<file path="config.mk">
export PLATFORM = sky130hd
export DESIGN_NAME = vdi_cell
export DESIGN_NICKNAME = d
export VERILOG_FILES = /design/src/hw/rtl/vdi_pkg.sv /design/src/hw/rtl/vdi_cell.sv
export SDC_FILE = /design/constraint.sdc
export NUM_CORES = 1
export LEC_CHECK = 0
export ABC_AREA = 0
export ABC_CLOCK_PERIOD_IN_PS = 1800
export BUFFER_PORTS_ARGS = -buffer_cell sky130_fd_sc_hd__buf_2
export CAP_MARGIN = 20
export CORE_AREA = 2 2 112 114
export CTS_CLUSTER_DIAMETER = 80
export DETAILED_ROUTE_END_ITERATION = 7
export DIE_AREA = 0 0 114 116
export PLACE_DENSITY_LB_ADDON = 0.2
export SLEW_MARGIN = 10
export SYNTH_ARGS = -nofsm -noshare
export SYNTH_HDL_FRONTEND = slang
export SYNTH_SLANG_ARGS = --single-unit
</file>
<file path="constraint.sdc">
create_clock -name clk_i -period 1.8 [get_ports clk_i]
set_clock_uncertainty 0.15 [all_clocks]
set_input_delay 0.09 -clock clk_i [delete_from_list [all_inputs] [get_ports clk_i]]
set_output_delay 0.09 -clock clk_i [all_outputs]
set_load 0.02 [all_outputs]
</file>
<file path="src/hw/rtl/vdi_pkg.sv">
// Shared types and constants for the vertex dedup indexer.
`default_nettype none

package vdi_pkg;

  localparam int unsigned COORD_W  = 32;
  localparam int unsigned GRP_SIZE = 16;
  localparam int unsigned GRP_W    = 4;
  localparam int unsigned IDX_W    = 8;
  localparam int unsigned UCNT_W   = 9;

  localparam logic CMD_CLEAR = 1'b0;
  localparam logic CMD_ADD   = 1'b1;

  localparam logic [1:0] VTX_A = 2'd0;
  localparam logic [1:0] VTX_B = 2'd1;
  localparam logic [1:0] VTX_C = 2'd2;

  typedef struct packed {
    logic [COORD_W-1:0] x;
    logic [COORD_W-1:0] y;
    logic [COORD_W-1:0] z;
  } vertex_t;

  typedef struct packed {
    logic             any;
    logic [GRP_W-1:0] loc;
  } grp_res_t;

  typedef enum logic [4:0] {
    S_IDLE = 5'b00001,
    S_CMP  = 5'b00010,
    S_GRP  = 5'b00100,
    S_DEC  = 5'b01000,
    S_OUT  = 5'b10000
  } state_e;

endpackage

`default_nettype wire

</file>
<file path="src/hw/rtl/vdi_cell.sv">
// One storage cell of the vertex chain: holds an entry, shifts, compares.
`default_nettype none

module vdi_cell (
  input  wire              clk_i,
  input  wire              rst_ni,
  input  wire              shift_i,
  input  wire              occ_i,
  input  wire vdi_pkg::vertex_t prev_i,
  input  wire vdi_pkg::vertex_t query_i,
  output vdi_pkg::vertex_t entry_o,
  output logic             hit_o
);
  import vdi_pkg::*;

  vertex_t entry_q;
  logic    hit_q;

  always_ff @(posedge clk_i) begin
    if (shift_i) begin
      entry_q <= prev_i;
    end
  end

  always_ff @(posedge clk_i or negedge rst_ni) begin
    if (!rst_ni) begin
      hit_q <= 1'b0;
    end else begin
      hit_q <= occ_i && (entry_q == query_i);
    end
  end

  assign entry_o = entry_q;
  assign hit_o   = hit_q;

endmodule

`default_nettype wire

</file>
=== Word level (Yosys, flattened, before mapping) ===
Index checks and enable logic that the tools add are counted.

* Output and inout bits: 97
* Input port bits: 196
* Word-level logic and storage cells: 6
* Flip-flop bits (word level): 97

* Equal/unequal tests: 1
* Reductions and logical operators: 1

{| class="wikitable"
|+ Operators by type and width
! operator !! count
|-
| equality test 96 bit || 1
|-
| logical AND 1 bit || 1
|}

=== Depth between registers and ports, before layout ===
* Word-level depth: 2
* Depth in mapped cells: 5

=== Worst setup path before layout ===
OpenSTA, ideal clock, no wires.

* Path kind: reg-to-reg
* From: register entry_q, in the netlist entry_o[72]
* To: register hit_q, in the netlist hit_o
* Slack: -0.064 ns
* Arrival time: 1.618 ns
* Period minus slack after synthesis: 1.864 ns
* Cell stages (with the launch flop): 6
* Setup time: 0.096 ns
* Required time: 1.554 ns
* Path through: edfxtp_1 nor2b_1 a2111o_1 a2111oi_0 nand4_1 nor4_2

* Longest elaborated chain between the ends: 2

{| class="wikitable"
|+ RTL lines
! item !! RTL line !! source
|-
| start: declaration || vdi_cell.sv:16 || <nowiki>vertex_t entry_q;</nowiki>
|-
| start signal: assignment || vdi_cell.sv:21 || <nowiki>entry_q <= prev_i;</nowiki>
|-
| equality test 96 bit || vdi_cell.sv:29 || <nowiki>hit_q <= occ_i && (entry_q == query_i);</nowiki>
|-
| logical AND 1 bit || vdi_cell.sv:29 ||
|-
| end signal: assignment || vdi_cell.sv:29 ||
|-
| end: declaration || vdi_cell.sv:17 || <nowiki>logic hit_q;</nowiki>
|}

No other way between the ends.
A chain may end at the register's enable or synchronous reset.

=== Final worst setup path ===
* From: register entry_q, in the netlist entry_o[44]
* To: register hit_q, in the netlist hit_o

The elaborated chain is that of the path after synthesis.

==> impl_metrics.ini <==
[drt]
num_vias = 3749
ant_nets = 0
wl_um = 13700
wire_per_inst_um = 16.5
viasPerCell = 4.53
drtIter0Drc = 120
dr.pass1.iters = 6
drc = 0

[sta]
period_share_pct = 99.2
tightestPinTransition_ns = 0.420
hold_viol_final = 0
rsz0062_at_grt = true
relSlewSlack_pct = 71.9
fin_crit_ns = 1.78
timing.fmax_mhz = 560
setup_viol = 0
maxSlewViolCount = 0

[worst_setup_path]
slowest_delay_ns = 0.42
path_buf_inv = 1
worst-path-stages = 6
worstSetupPathType = register to register
timing.rr.start = entry_o[44]$_DFFE_PP_
endpoint_kind = register
cp.arrival_ns = 1.88
crit_fanout = 2
worst_setup_path_start_kind = register
crit_path_start = entry_o[44]$_DFFE_PP_
critPathCapture = hit_o$_DFF_PN0_
critPathSlowestCell = edfxtp_1
reg2reg_depth = 6
ff2ff_setup_slack_ns = 0.02
critical_path_required_ns = 1.89
r2r-end = hit_o$_DFF_PN0_
path_cells = xnor2_1, nand4_1, nor4_2, buf_4, nand4_1, nor4_2
cp_top_family = simple AND/OR/NAND/NOR gates

[die]
die-area_um2 = 13200
die_y_um = 116
core_um2 = 11900
core.rowCount = 40
start_util_pct = 34.5
top_level_ports = 293
die_w_um = 114

[synth]
synth-edff-count = 96
synth-seq-area-share_pct = 70.7
ys_top_cells_by_area = edfxtp_1 (70%), xnor2_1 (9.8%), xor2_1 (3.0%)
syn_area_um2 = 4120
synth_cells = 267
ys.flop_type = edfxtp_1
synth_warnings = 0
yosysMostFrequentCell = edfxtp_1
synthTopCellsByCount = edfxtp_1 (96), xnor2_1 (46), inv_1 (26), nor2b_1 (15)
postSynthAreaPerCell_um2 = 15.4
async_flop_share_pct = 1.03
yosys.area.top_type_share_pct = 70.1
synth_cell_type_count = 25
synth_nets = 463
synth_seq_cells = 97
synth_top_area_cell = edfxtp_1

[place]
dp_hpwl_um = 10500
dpl_cell_area_um2 = 5830
gp_congestion = 0.823
portBuffers = 292

[run]
max_cap_viol_count = 0

[grt]
grt.total_usage_pct = 20.7
grt_pass1_wl_um = 20300
antenna_found_initial = 0
grt_overflow = 0
grt_max_degree = 53
grt_pass1_vias = 4042

[clocking]
cts.sinks = 97
cts-root-buf = clkbuf_16
cts_setup_buffers = 0
htreeDepth = 3
clockBufferDepth = 2
path_clk_slew_ns = 0.06
clk-insertion-delay-late_ns = 0.34
cts_buffers = 9
cts_tree = yes

[min_path]
worstHoldPathType = input pin to register

[cells_and_area]
final_util_pct = 60.7
drive_gt1_share_pct = 47.0
finalInstanceArea_um2 = 7240
diodes = 0
fin_nets = 872
area_delta_synth_final_pct = 75.8

[run_status]
outcome = finished clean

[power_and_ir_drop]
total_power_mw = 6.26
p_leak_nw = 3.18
powerDensity_nw_per_um2 = 865
ir_drop_mv = 0.678
## area by class of cell
cell class	instances	area, µm²
clock inverter	6	130
inverter	26	97.6
timing repair buffer	398	2540
clock buffer	10	229
sequential	97	2910
fill	973	4680
multi-input combinational	144	1150
tap	147	184
## worst min-delay path, stage by stage
cell and delay [ns]:
buf_2 0.09, o21ai_0 0.06, nor4_1 0.07, nand4_1 0.13, nor4_2 0.05
## routing by layer
metal	track usage [%]	part of all wire, %
met1	22.1	37
met2	38.5	53
met3	5.81	7.8
met4	8.46	2.4
met5	0	0
## metrics by stage
| step | cells | setup WS [ns] | hold WS [ns] | setup TNS [ns] |
|---|---|---|---|---|
| 6_report | 828 | 0.0151 | 0.0472 | 0 |
| 5_1_grt | 828 | -0.195 | 0.0543 | -0.195 |
| 4_1_cts | 828 | -0.0203 | 0.0351 | -0.0203 |
| 3_5_place_dp | 711 | -0.120 | -0.272 | -0.120 |
| 3_3_place_gp | 711 | -0.0216 | -0.270 | -0.0216 |
| 2_1_floorplan | 267 | 0.0193 | -0.356 | 0 |
## report_power, final
group	internal [mW]	switching [mW]
combinational	0.581	0.577
sequential	2.69	0.119
clock	1.49	0.796
total	4.76	1.49
## kinds of logic (layout without fill, tap and decap cells)
kind of cell / Yosys count / after routing / share of synthesized area [%]
simple gates: 57 / 57 / 8.76
xor+xnor: 60 / 60 / 12.8
compound gates: 27 / 27 / 5.44
buf+inv: 26 / 440 / 2.37
flops: 97 / 97 / 70.7
## worst min-delay path by stage
stage / start / end / slack [ns] / cells after the start
2_1_floorplan: rst_ni / hit_o$_DFF_PN0_ / -0.36 / 0
3_3_place_gp: rst_ni / hit_o$_DFF_PN0_ / -0.27 / 1
3_5_place_dp: rst_ni / hit_o$_DFF_PN0_ / -0.27 / 1
4_1_cts: occ_i / hit_o$_DFF_PN0_ / 0.04 / 5
5_1_grt: occ_i / hit_o$_DFF_PN0_ / 0.05 / 5
6_report: occ_i / hit_o$_DFF_PN0_ / 0.05 / 5
## flip-flops by register name (all words and copies together), names as in the netlist
register / flops
entry_o: 96
hit_o: 1
## timing repair
action                     4_1_cts  5_1_grt
hold buffers                   101        0
cloned                           0        0
setup endpoints to repair        1        1
pin swaps                        5        0
gates resized for setup          5        1
hold endpoints to repair        98        0
## cells in the final DEF (no fill, tap or decap), drive strengths merged, types with 4 or more instances in the layout
cell	count
buf	297
nand2b	12
inv	26
xnor2	46
edfxtp	96
nand4	14
bufinv	4
nor4	11
o22ai	7
nor2b	15
a2111o	4
o2111ai	4
dlygate4sd3	101
xor2	14
clkbuf	10
(Power assumes the default switching activity.)
