`src/hw/rtl/vdi_pkg.sv`:
```
// Shared types and constants for the vertex dedup indexer.
`default_nettype none

package vdi_pkg;

  localparam int unsigned COORD_W  = 32;
  localparam int unsigned GRP_SIZE = 16;
  localparam int unsigned GRP_W    = 4;
  localparam int unsigned IDX_W    = 8;
  localparam int unsigned UCNT_W   = 9;

  localparam logic CMD_CLEAR = 1'b0;
  localparam logic CMD_ADD   = 1'b1;

  localparam logic [1:0] VTX_A = 2'd0;
  localparam logic [1:0] VTX_B = 2'd1;
  localparam logic [1:0] VTX_C = 2'd2;

  typedef struct packed {
    logic [COORD_W-1:0] x;
    logic [COORD_W-1:0] y;
    logic [COORD_W-1:0] z;
  } vertex_t;

  typedef struct packed {
    logic             any;
    logic [GRP_W-1:0] loc;
  } grp_res_t;

  typedef enum logic [4:0] {
    S_IDLE = 5'b00001,
    S_CMP  = 5'b00010,
    S_GRP  = 5'b00100,
    S_DEC  = 5'b01000,
    S_OUT  = 5'b10000
  } state_e;

endpackage

`default_nettype wire

```
`src/hw/rtl/vdi_grp_enc.sv`:
```
// Registered hit encoder for one group of cells.
`default_nettype none

module vdi_grp_enc (
  input  wire                                clk_i,
  input  wire                                rst_ni,
  input  wire  [vdi_pkg::GRP_SIZE-1:0]       hit_i,
  output vdi_pkg::grp_res_t                  res_o
);
  import vdi_pkg::*;

  grp_res_t res_d;
  grp_res_t res_q;

  always_comb begin
    res_d = '0;
    for (int j = 0; j < GRP_SIZE; j++) begin
      if (hit_i[j]) begin
        res_d.any = 1'b1;
        res_d.loc = res_d.loc | GRP_W'(j);
      end
    end
  end

  always_ff @(posedge clk_i or negedge rst_ni) begin
    if (!rst_ni) begin
      res_q <= '0;
    end else begin
      res_q <= res_d;
    end
  end

  assign res_o = res_q;

endmodule

`default_nettype wire

```
`config.mk`:
```
export PLATFORM = sky130hd
export DESIGN_NAME = vdi_grp_enc
export DESIGN_NICKNAME = d
export VERILOG_FILES = /design/src/hw/rtl/vdi_pkg.sv /design/src/hw/rtl/vdi_grp_enc.sv
export SDC_FILE = /design/constraint.sdc
export NUM_CORES = 1
export LEC_CHECK = 0
export BUFFER_PORTS_ARGS = -buffer_cell sky130_fd_sc_hd__buf_2
export CAP_MARGIN = 20
export CORE_AREA = 2 2 39 41
export CTS_CLUSTER_SIZE = 24
export DETAILED_ROUTE_END_ITERATION = 16
export DIE_AREA = 0 0 41 43
export GPL_TIMING_DRIVEN = 0
export MAX_ROUTING_LAYER = met4
export SYNTH_ARGS = -nofsm -noshare
export SYNTH_HDL_FRONTEND = slang
export SYNTH_SLANG_ARGS = --single-unit
```
`constraint.sdc`:
```
create_clock -name clk_i -period 0.8 [get_ports clk_i]
set_clock_uncertainty 0.15 [all_clocks]
set_input_delay 0.24 -clock clk_i [delete_from_list [all_inputs] [get_ports clk_i]]
set_output_delay 0.24 -clock clk_i [all_outputs]
set_load 0.005 [all_outputs]
```
==> After elaboration in Yosys (flattened, before gate mapping) <==
Index checks and enable logic that the tools add are counted.
{ "word_totals": {"ff_bits": 5, "input_bits": 18, "word_cells": 18} }
{ "classes": {"muxes": 16} }
{ "ops": {"columns": ["op", "n"], "rows": [
  ["5-bit two-way mux", 16]
]} }

==> Depth between registers and ports, before layout <==
Gate-level depths: netlist (run 1).
{ "depth": {"depth_word": 16, "ltp_mapped": 2, "mapped_depth_nobuf": 2} }

==> Worst setup path before layout (run 1) <==
No wires, ideal clock.
{ "synth_timing": {"path_type": "in2reg", "startpoint": "input hit_i[14] in the netlist's numbering", "endpoint": "register res_q (netlist bit res_o[4])", "setup_time_ns": 0.145, "arrival_ns": 0.652, "slack_ns": -0.147, "cell_stages": 2, "path_cell_list": "nor4_2 > nand4_1"} }
{ "synth_lines": {"columns": ["element", "line", "rtl"], "rows": [
  ["from (decl)", "vdi_grp_enc.sv:7", "input wire [vdi_pkg::GRP_SIZE-1:0] hit_i,"],
  ["to (signal assigned)", "vdi_grp_enc.sv:29", "res_q <= res_d;"],
  ["to (decl)", "vdi_grp_enc.sv:13", "grp_res_t res_q;"]
]} }

==> Worst setup path after layout (run 1) <==
{ "layout_timing": {"startpoint": "register res_q (netlist bit res_o[3])", "endpoint": "output res_o[3] in the netlist's numbering"} }
{ "layout_lines": {"columns": ["element", "line", "rtl"], "rows": [
  ["to (decl)", "vdi_grp_enc.sv:8", "output vdi_pkg::grp_res_t res_o"]
]} }
No word-level cell between the ends.

==> run summary, run 1 <==
Largest delay share family, worst path: flip-flops
syn nets: 36
num rows: 14
Tightest Pin Transition: 249.8 ps
critical path's slowest cell: dfrtp_1
clock share of power: 41.7%
synthesis warning total: 0
Core Area: 1384 um2
Fill cells: 129
status: finished, violations left
Final Cycle Share: 137.5%
number of global-route vias before repair: 232
Pwr Total: 0.6673 mW
TritonCTS buffer count: 3
worst vdd ir: 0.0003673 V
switching share of power: 23.72%
cell taking the most area after synthesis: dfrtp_1
Port Buffers: 22
Max Clk Rate: 909.1 MHz
top post-synthesis cells by area: dfrtp_1, nor4_2, nor4_1
Hold Path End: res_o[2]
Nets: 64
die area: 1763 um2
setup violators final: 6
Layout Area Growth over Synthesis: 130.8%
CP endpoint kind: primary output
synthesized area: 215.2 um2
ys flop type: dfrtp_1
share of cells above drive strength 1: 73.33%
largest net degree at the start of global routing: 6
leakage: 0.1694 nW
Post-synth top cells: dfrtp_1, nor4_1, nand2_1
Crit Path Max Fanout: 1
routability cong.: 0.6866
Synth cell types: 5
RSZ-0062 raised after global routing: yes
Vias/cell: 4.033
worst endpoint required time: 410 ps
combinational share of power: 20.1%
Worst setup SP type: flip-flop
Clock Tree Buf Depth: 2
hold path depth: 3
Tot GR Track Use: 7.740%
Max stage delay on crit path: 350 ps
number of routed nets with antenna violations: 0
P_sw: 0.1583 mW
Synth top area share: 58.14%
WL per Instance: 9.984 um
setup_tns: -1476 ps
CTS tree: done
Detailed Route WL: 609 um
detailed placement HPWL: 508.9 um
Max-Cap Viols: 0
metal1 wirelength: 228 um
initial DRC count: 0
Starting Density: 15.55%
CTS root buffer: clkbuf_4
Die W: 41 um
synthesized flop and latch total: 5
worst endpoint data arrival time: 710 ps
CTS clk-pin slew, worst paths: 40 ps
Pre-Repair DR Iteration Count: 1
first-pass GRT wire length: 869 um
I/O pin total: 23
Final Worst Setup Slack: -300.0 ps
global route overflow: 0
final hold vios: 0
via count: 246
Worst Setup SP: res_o[3]
Int Power: 0.5090 mW
ant diodes: 0
crit path time final: 1100 ps
Die H: 43 um
Area after DPL: 414.1 um2
sequential area share after synthesis: 58.14%
sequential share of power: 38.2%
PD cells: 1343 nW/um2
final instance area: 496.7 um2
Slew Limit Fails: 0
worst hold slack: 49.27 ps
Post-CTS Repair Setup Buffers: 0
Post-synth EDFFs: 0
synthesized instance count: 18
Post-synth ARST share: 100.0%
failing checks: negative setup slack
Sink Count: 5
startpoint of the most critical hold path: hit_i[6]
critical path class: reg2out
WL met3: 82 um
Buf/Inv on CP: 1
highest routed layer: met3
worst path cell trace: buf_2
met2 WL post-DR: 298 um
syn avg cell area: 11.96 um2
H-tree Lvls: 1
Worst Hold Class: in2reg
initial antenna violation count: 0
DRC errors left: 0
Slew headroom: 83.22%
Largest register FFs: 5
[power by group through the flow]
stage	registers, mW	logic, mW	clock network (mW)
floorplan	0.258	0.0196	0
global placement	0.258	0.107	0
detailed placement	0.258	0.108	0
CTS	0.255	0.124	0.295
global route	0.254	0.144	0.307
finish	0.255	0.134	0.278
[per-layer routing]
layer  global-route usage, %  vias up
li1                        -      126
met1                   9.091      102
met2                   10.94       18
met3                   1.571        0
met4                   6.000        0
met5                       -        -
[stage by stage]
step                      setup slack [ps]  utilization, %  std cells
after global placement              -299.3           29.93         56
final                               -300.0           35.90         61
after global routing                -329.5           35.90         61
after detailed placement            -296.1           29.93         56
after CTS                           -317.1           34.36         61
after floorplan                     -104.3               -         18
[cell families (layout without fill, tap and decap cells)]
group	after synthesis	in the layout	share of synthesized area, %
buffers and inverters	0	27	0
flip-flops	5	5	58.14
AND/OR/NAND/NOR	13	13	41.86
[cells in the final DEF (no fill, tap or decap), drive strengths merged]
cell type,instances
nor4,8
dlygate4sd3,1
nand2,4
dfrtp,5
clkbuf,4
buf,22
nand4,1
[cell type report]
cell class | count | area (um2) | area share (%)
Clock buffer | 4 | 26.28 | 5.290
Multi-Input combinational cell | 13 | 173.9 | 35.01
Sequential cell | 5 | 125.1 | 25.19
Tap cell | 16 | 20.02 | 4.030
Timing Repair Buffer | 23 | 151.4 | 30.48
[worst max-delay path by stage]
| stage | to | slack (ps) | depth (start not counted) |
|---|---|---|---|
| global route | res_o[3] | -330 | 1 |
| detailed placement | res_o[4] | -300 | 3 |
| global placement | res_o[4] | -300 | 3 |
| finish | res_o[3] | -300 | 1 |
| floorplan | res_o[4] | -100 | 2 |
| CTS | res_o[3] | -320 | 1 |
[timing repair]
item,4_1_cts,5_1_grt
resized for setup,7,5
hold buffers,1,0
hold endpoints to repair,5,0
setup endpoints to repair,6,10
pin swaps,4,6
No activity file was read; power rests on OpenSTA's default activity.
==> run 2: changes to the inputs <==
- CAP_MARGIN: 20 -> 15
- REMOVE_ABC_BUFFERS: unset -> 1
==> run summary, run 2 (synthesis results as in run 1) <==
Worst setup SP type: flip-flop
critical path class: reg2out
Nets: 64 (unchanged)
clock share of power: 42.3% (+0.6 points)
die area: 1763 um2 (unchanged)
Largest register FFs: 5 (unchanged)
global route overflow: 0 (unchanged)
Final Cycle Share: 136.5% (-0.95 points)
DRC errors left: 0 (unchanged)
routability cong.: 0.6253 (-8.9%)
Worst Hold Class: in2reg
ant diodes: 0 (unchanged)
fin cells: 61 (unchanged)
Tightest Pin Transition: 238.9 ps (-10.95 ps)
P_sw: 0.1607 mW (+1.5%)
worst endpoint required time: 410 ps (about the same)
RSZ-0062 raised after global routing: yes
Pre-Repair DR Iteration Count: 2 (+1)
number of routed nets with antenna violations: 0 (unchanged)
switching share of power: 24.21% (+0.49 points)
initial antenna violation count: 0 (unchanged)
critical path's slowest cell: dfrtp_1
Fill cells: 150 (+16%)
Final Worst Setup Slack: -292.4 ps (+7.638 ps)
Port Buffers: 22 (unchanged)
H-tree Lvls: 1 (unchanged)
highest-count cells in the layout ignoring fill and taps: buf_2, nor4_4, dfrtp_1, nand2_1, clkbuf_4
initial DRC count: 1 (+1)
CTS clk-pin slew, worst paths: 40 ps (about the same)
Clock Tree Buf Depth: 2 (unchanged)
leakage: 0.1651 nW (-2.5%)
Largest delay share family, worst path: flip-flops
Slew Limit Fails: 0 (unchanged)
number of global-route vias before repair: 262 (+13%)
largest net degree at the start of global routing: 6 (unchanged)
final hold vios: 0 (unchanged)
setup violators final: 7 (+1)
PD cells: 1370 nW/um2 (+2.0%)
Tot GR Track Use: 8.557% (+0.82 points)
Int Power: 0.5029 mW (-1.2%)
Vias/cell: 4.361 (+8.1%)
combinational share of power: 19.3% (-0.8 points)
I/O pin total: 23 (unchanged)
num rows: 14 (unchanged)
CTS tree: done
Buf/Inv on CP: 1 (unchanged)
Slew headroom: 83.95% (+0.74 points)
Sink Count: 5 (unchanged)
Die W: 41 um (unchanged)
first-pass GRT wire length: 924 um (+6.3%)
worst vdd ir: 0.0003572 V (-2.8%)
sequential share of power: 38.4% (+0.2 points)
Core Area: 1384 um2 (unchanged)
status: finished, violations left
WL per Instance: 10.84 um (+8.5%)
Layout Area Growth over Synthesis: 125.0%
CP endpoint kind: primary output
crit path time final: 1092 ps (-7.638 ps)
worst endpoint data arrival time: 700 ps (about the same)
Die H: 43 um (unchanged)
TritonCTS buffer count: 3 (unchanged)
Starting Density: 15.55% (unchanged)
setup_tns: -1491 ps (-14.75 ps)
worst path cell trace: buf_2
dpl cells: 56 (unchanged)
CTS root buffer: clkbuf_4
failing checks: negative setup slack
Max stage delay on crit path: 350 ps (about the same)
Crit Path Max Fanout: 1 (unchanged)
Post-CTS Repair Setup Buffers: 0 (unchanged)
Max Clk Rate: 915.4 MHz (+0.70%)
detailed placement HPWL: 489.9 um (-3.7%)
Max-Cap Viols: 0 (unchanged)
via count: 266 (+8.1%)
commonest non-fill, non-tap cell in the layout: buf_2
share of cells above drive strength 1: 73.33% (unchanged)
Detailed Route WL: 661 um (+8.5%)
## run 2: cell type report
class	instances	area (um2)	share of cell area, %
multi-input cells	13	173.9	35.92
repair buffers	23	138.9	28.68
flip-flops and latches	5	125.1	25.84
clock buffers	4	26.28	5.426
well taps	16	20.02	4.134
## run 2: layer usage
| metal | vias up | GRT usage, % | part of all wire (%) | wire length, um |
|---|---|---|---|---|
| li1 | 126 | - | - | - |
| met1 | 117 | 9.385 | 33 | 220 |
| met2 | 21 | 11.25 | 51 | 334 |
| met3 | 2 | 0 | 13 | 87 |
| met4 | 0 | 12.00 | 2.9 | 19 |
| met5 | - | - | 0 | 0 |
## run 2: final timing paths
path	from	to	slack [ps]	cells past startpoint
min in group asynchronous	rst_ni	res_o[3]	190	2
max in group asynchronous	rst_ni	res_o[4]	190	2
min	hit_i[7]	res_o[2]	60	3
max	res_o[3]	res_o[3]	-290	1
## run 2: stage by stage
stage	area (um2)	util, %	hold WS (ps)	worst slack [ps]	total power, mW
after detailed placement	345.3	24.95	-94.82	-367.3	0.3306
after global placement	345.3	24.95	-97.59	-356.7	0.3293
after floorplan	215.2	-	-205.6	-147.5	0.2690
after global routing	484.2	34.99	61.53	-324.5	0.7003
final	484.2	34.99	60.32	-292.4	0.6635
after CTS	426.7	30.83	49.65	-303.7	0.6511
## run 2: what timing repair did
action | 4_1_cts | 5_1_grt
endpoints found under the hold margin | 5 | 0
pin swaps | 2 | 8
endpoints found under the setup margin | 9 | 9
cloned | 0 | 0
hold buffers | 1 | 0
gates resized for setup | 7 | 10
## run 2: power groups by stage
| stage | Combinational (mW) | Sequential, mW | Clock [mW] |
|---|---|---|---|
| 3_3_place_gp | 0.0711 | 0.258 | 0 |
| 5_1_grt | 0.139 | 0.254 | 0.307 |
| 3_5_place_dp | 0.0724 | 0.258 | 0 |
| 4_1_cts | 0.100 | 0.255 | 0.297 |
| 2_1_floorplan | 0.0105 | 0.258 | 0 |
| 6_report | 0.128 | 0.255 | 0.280 |
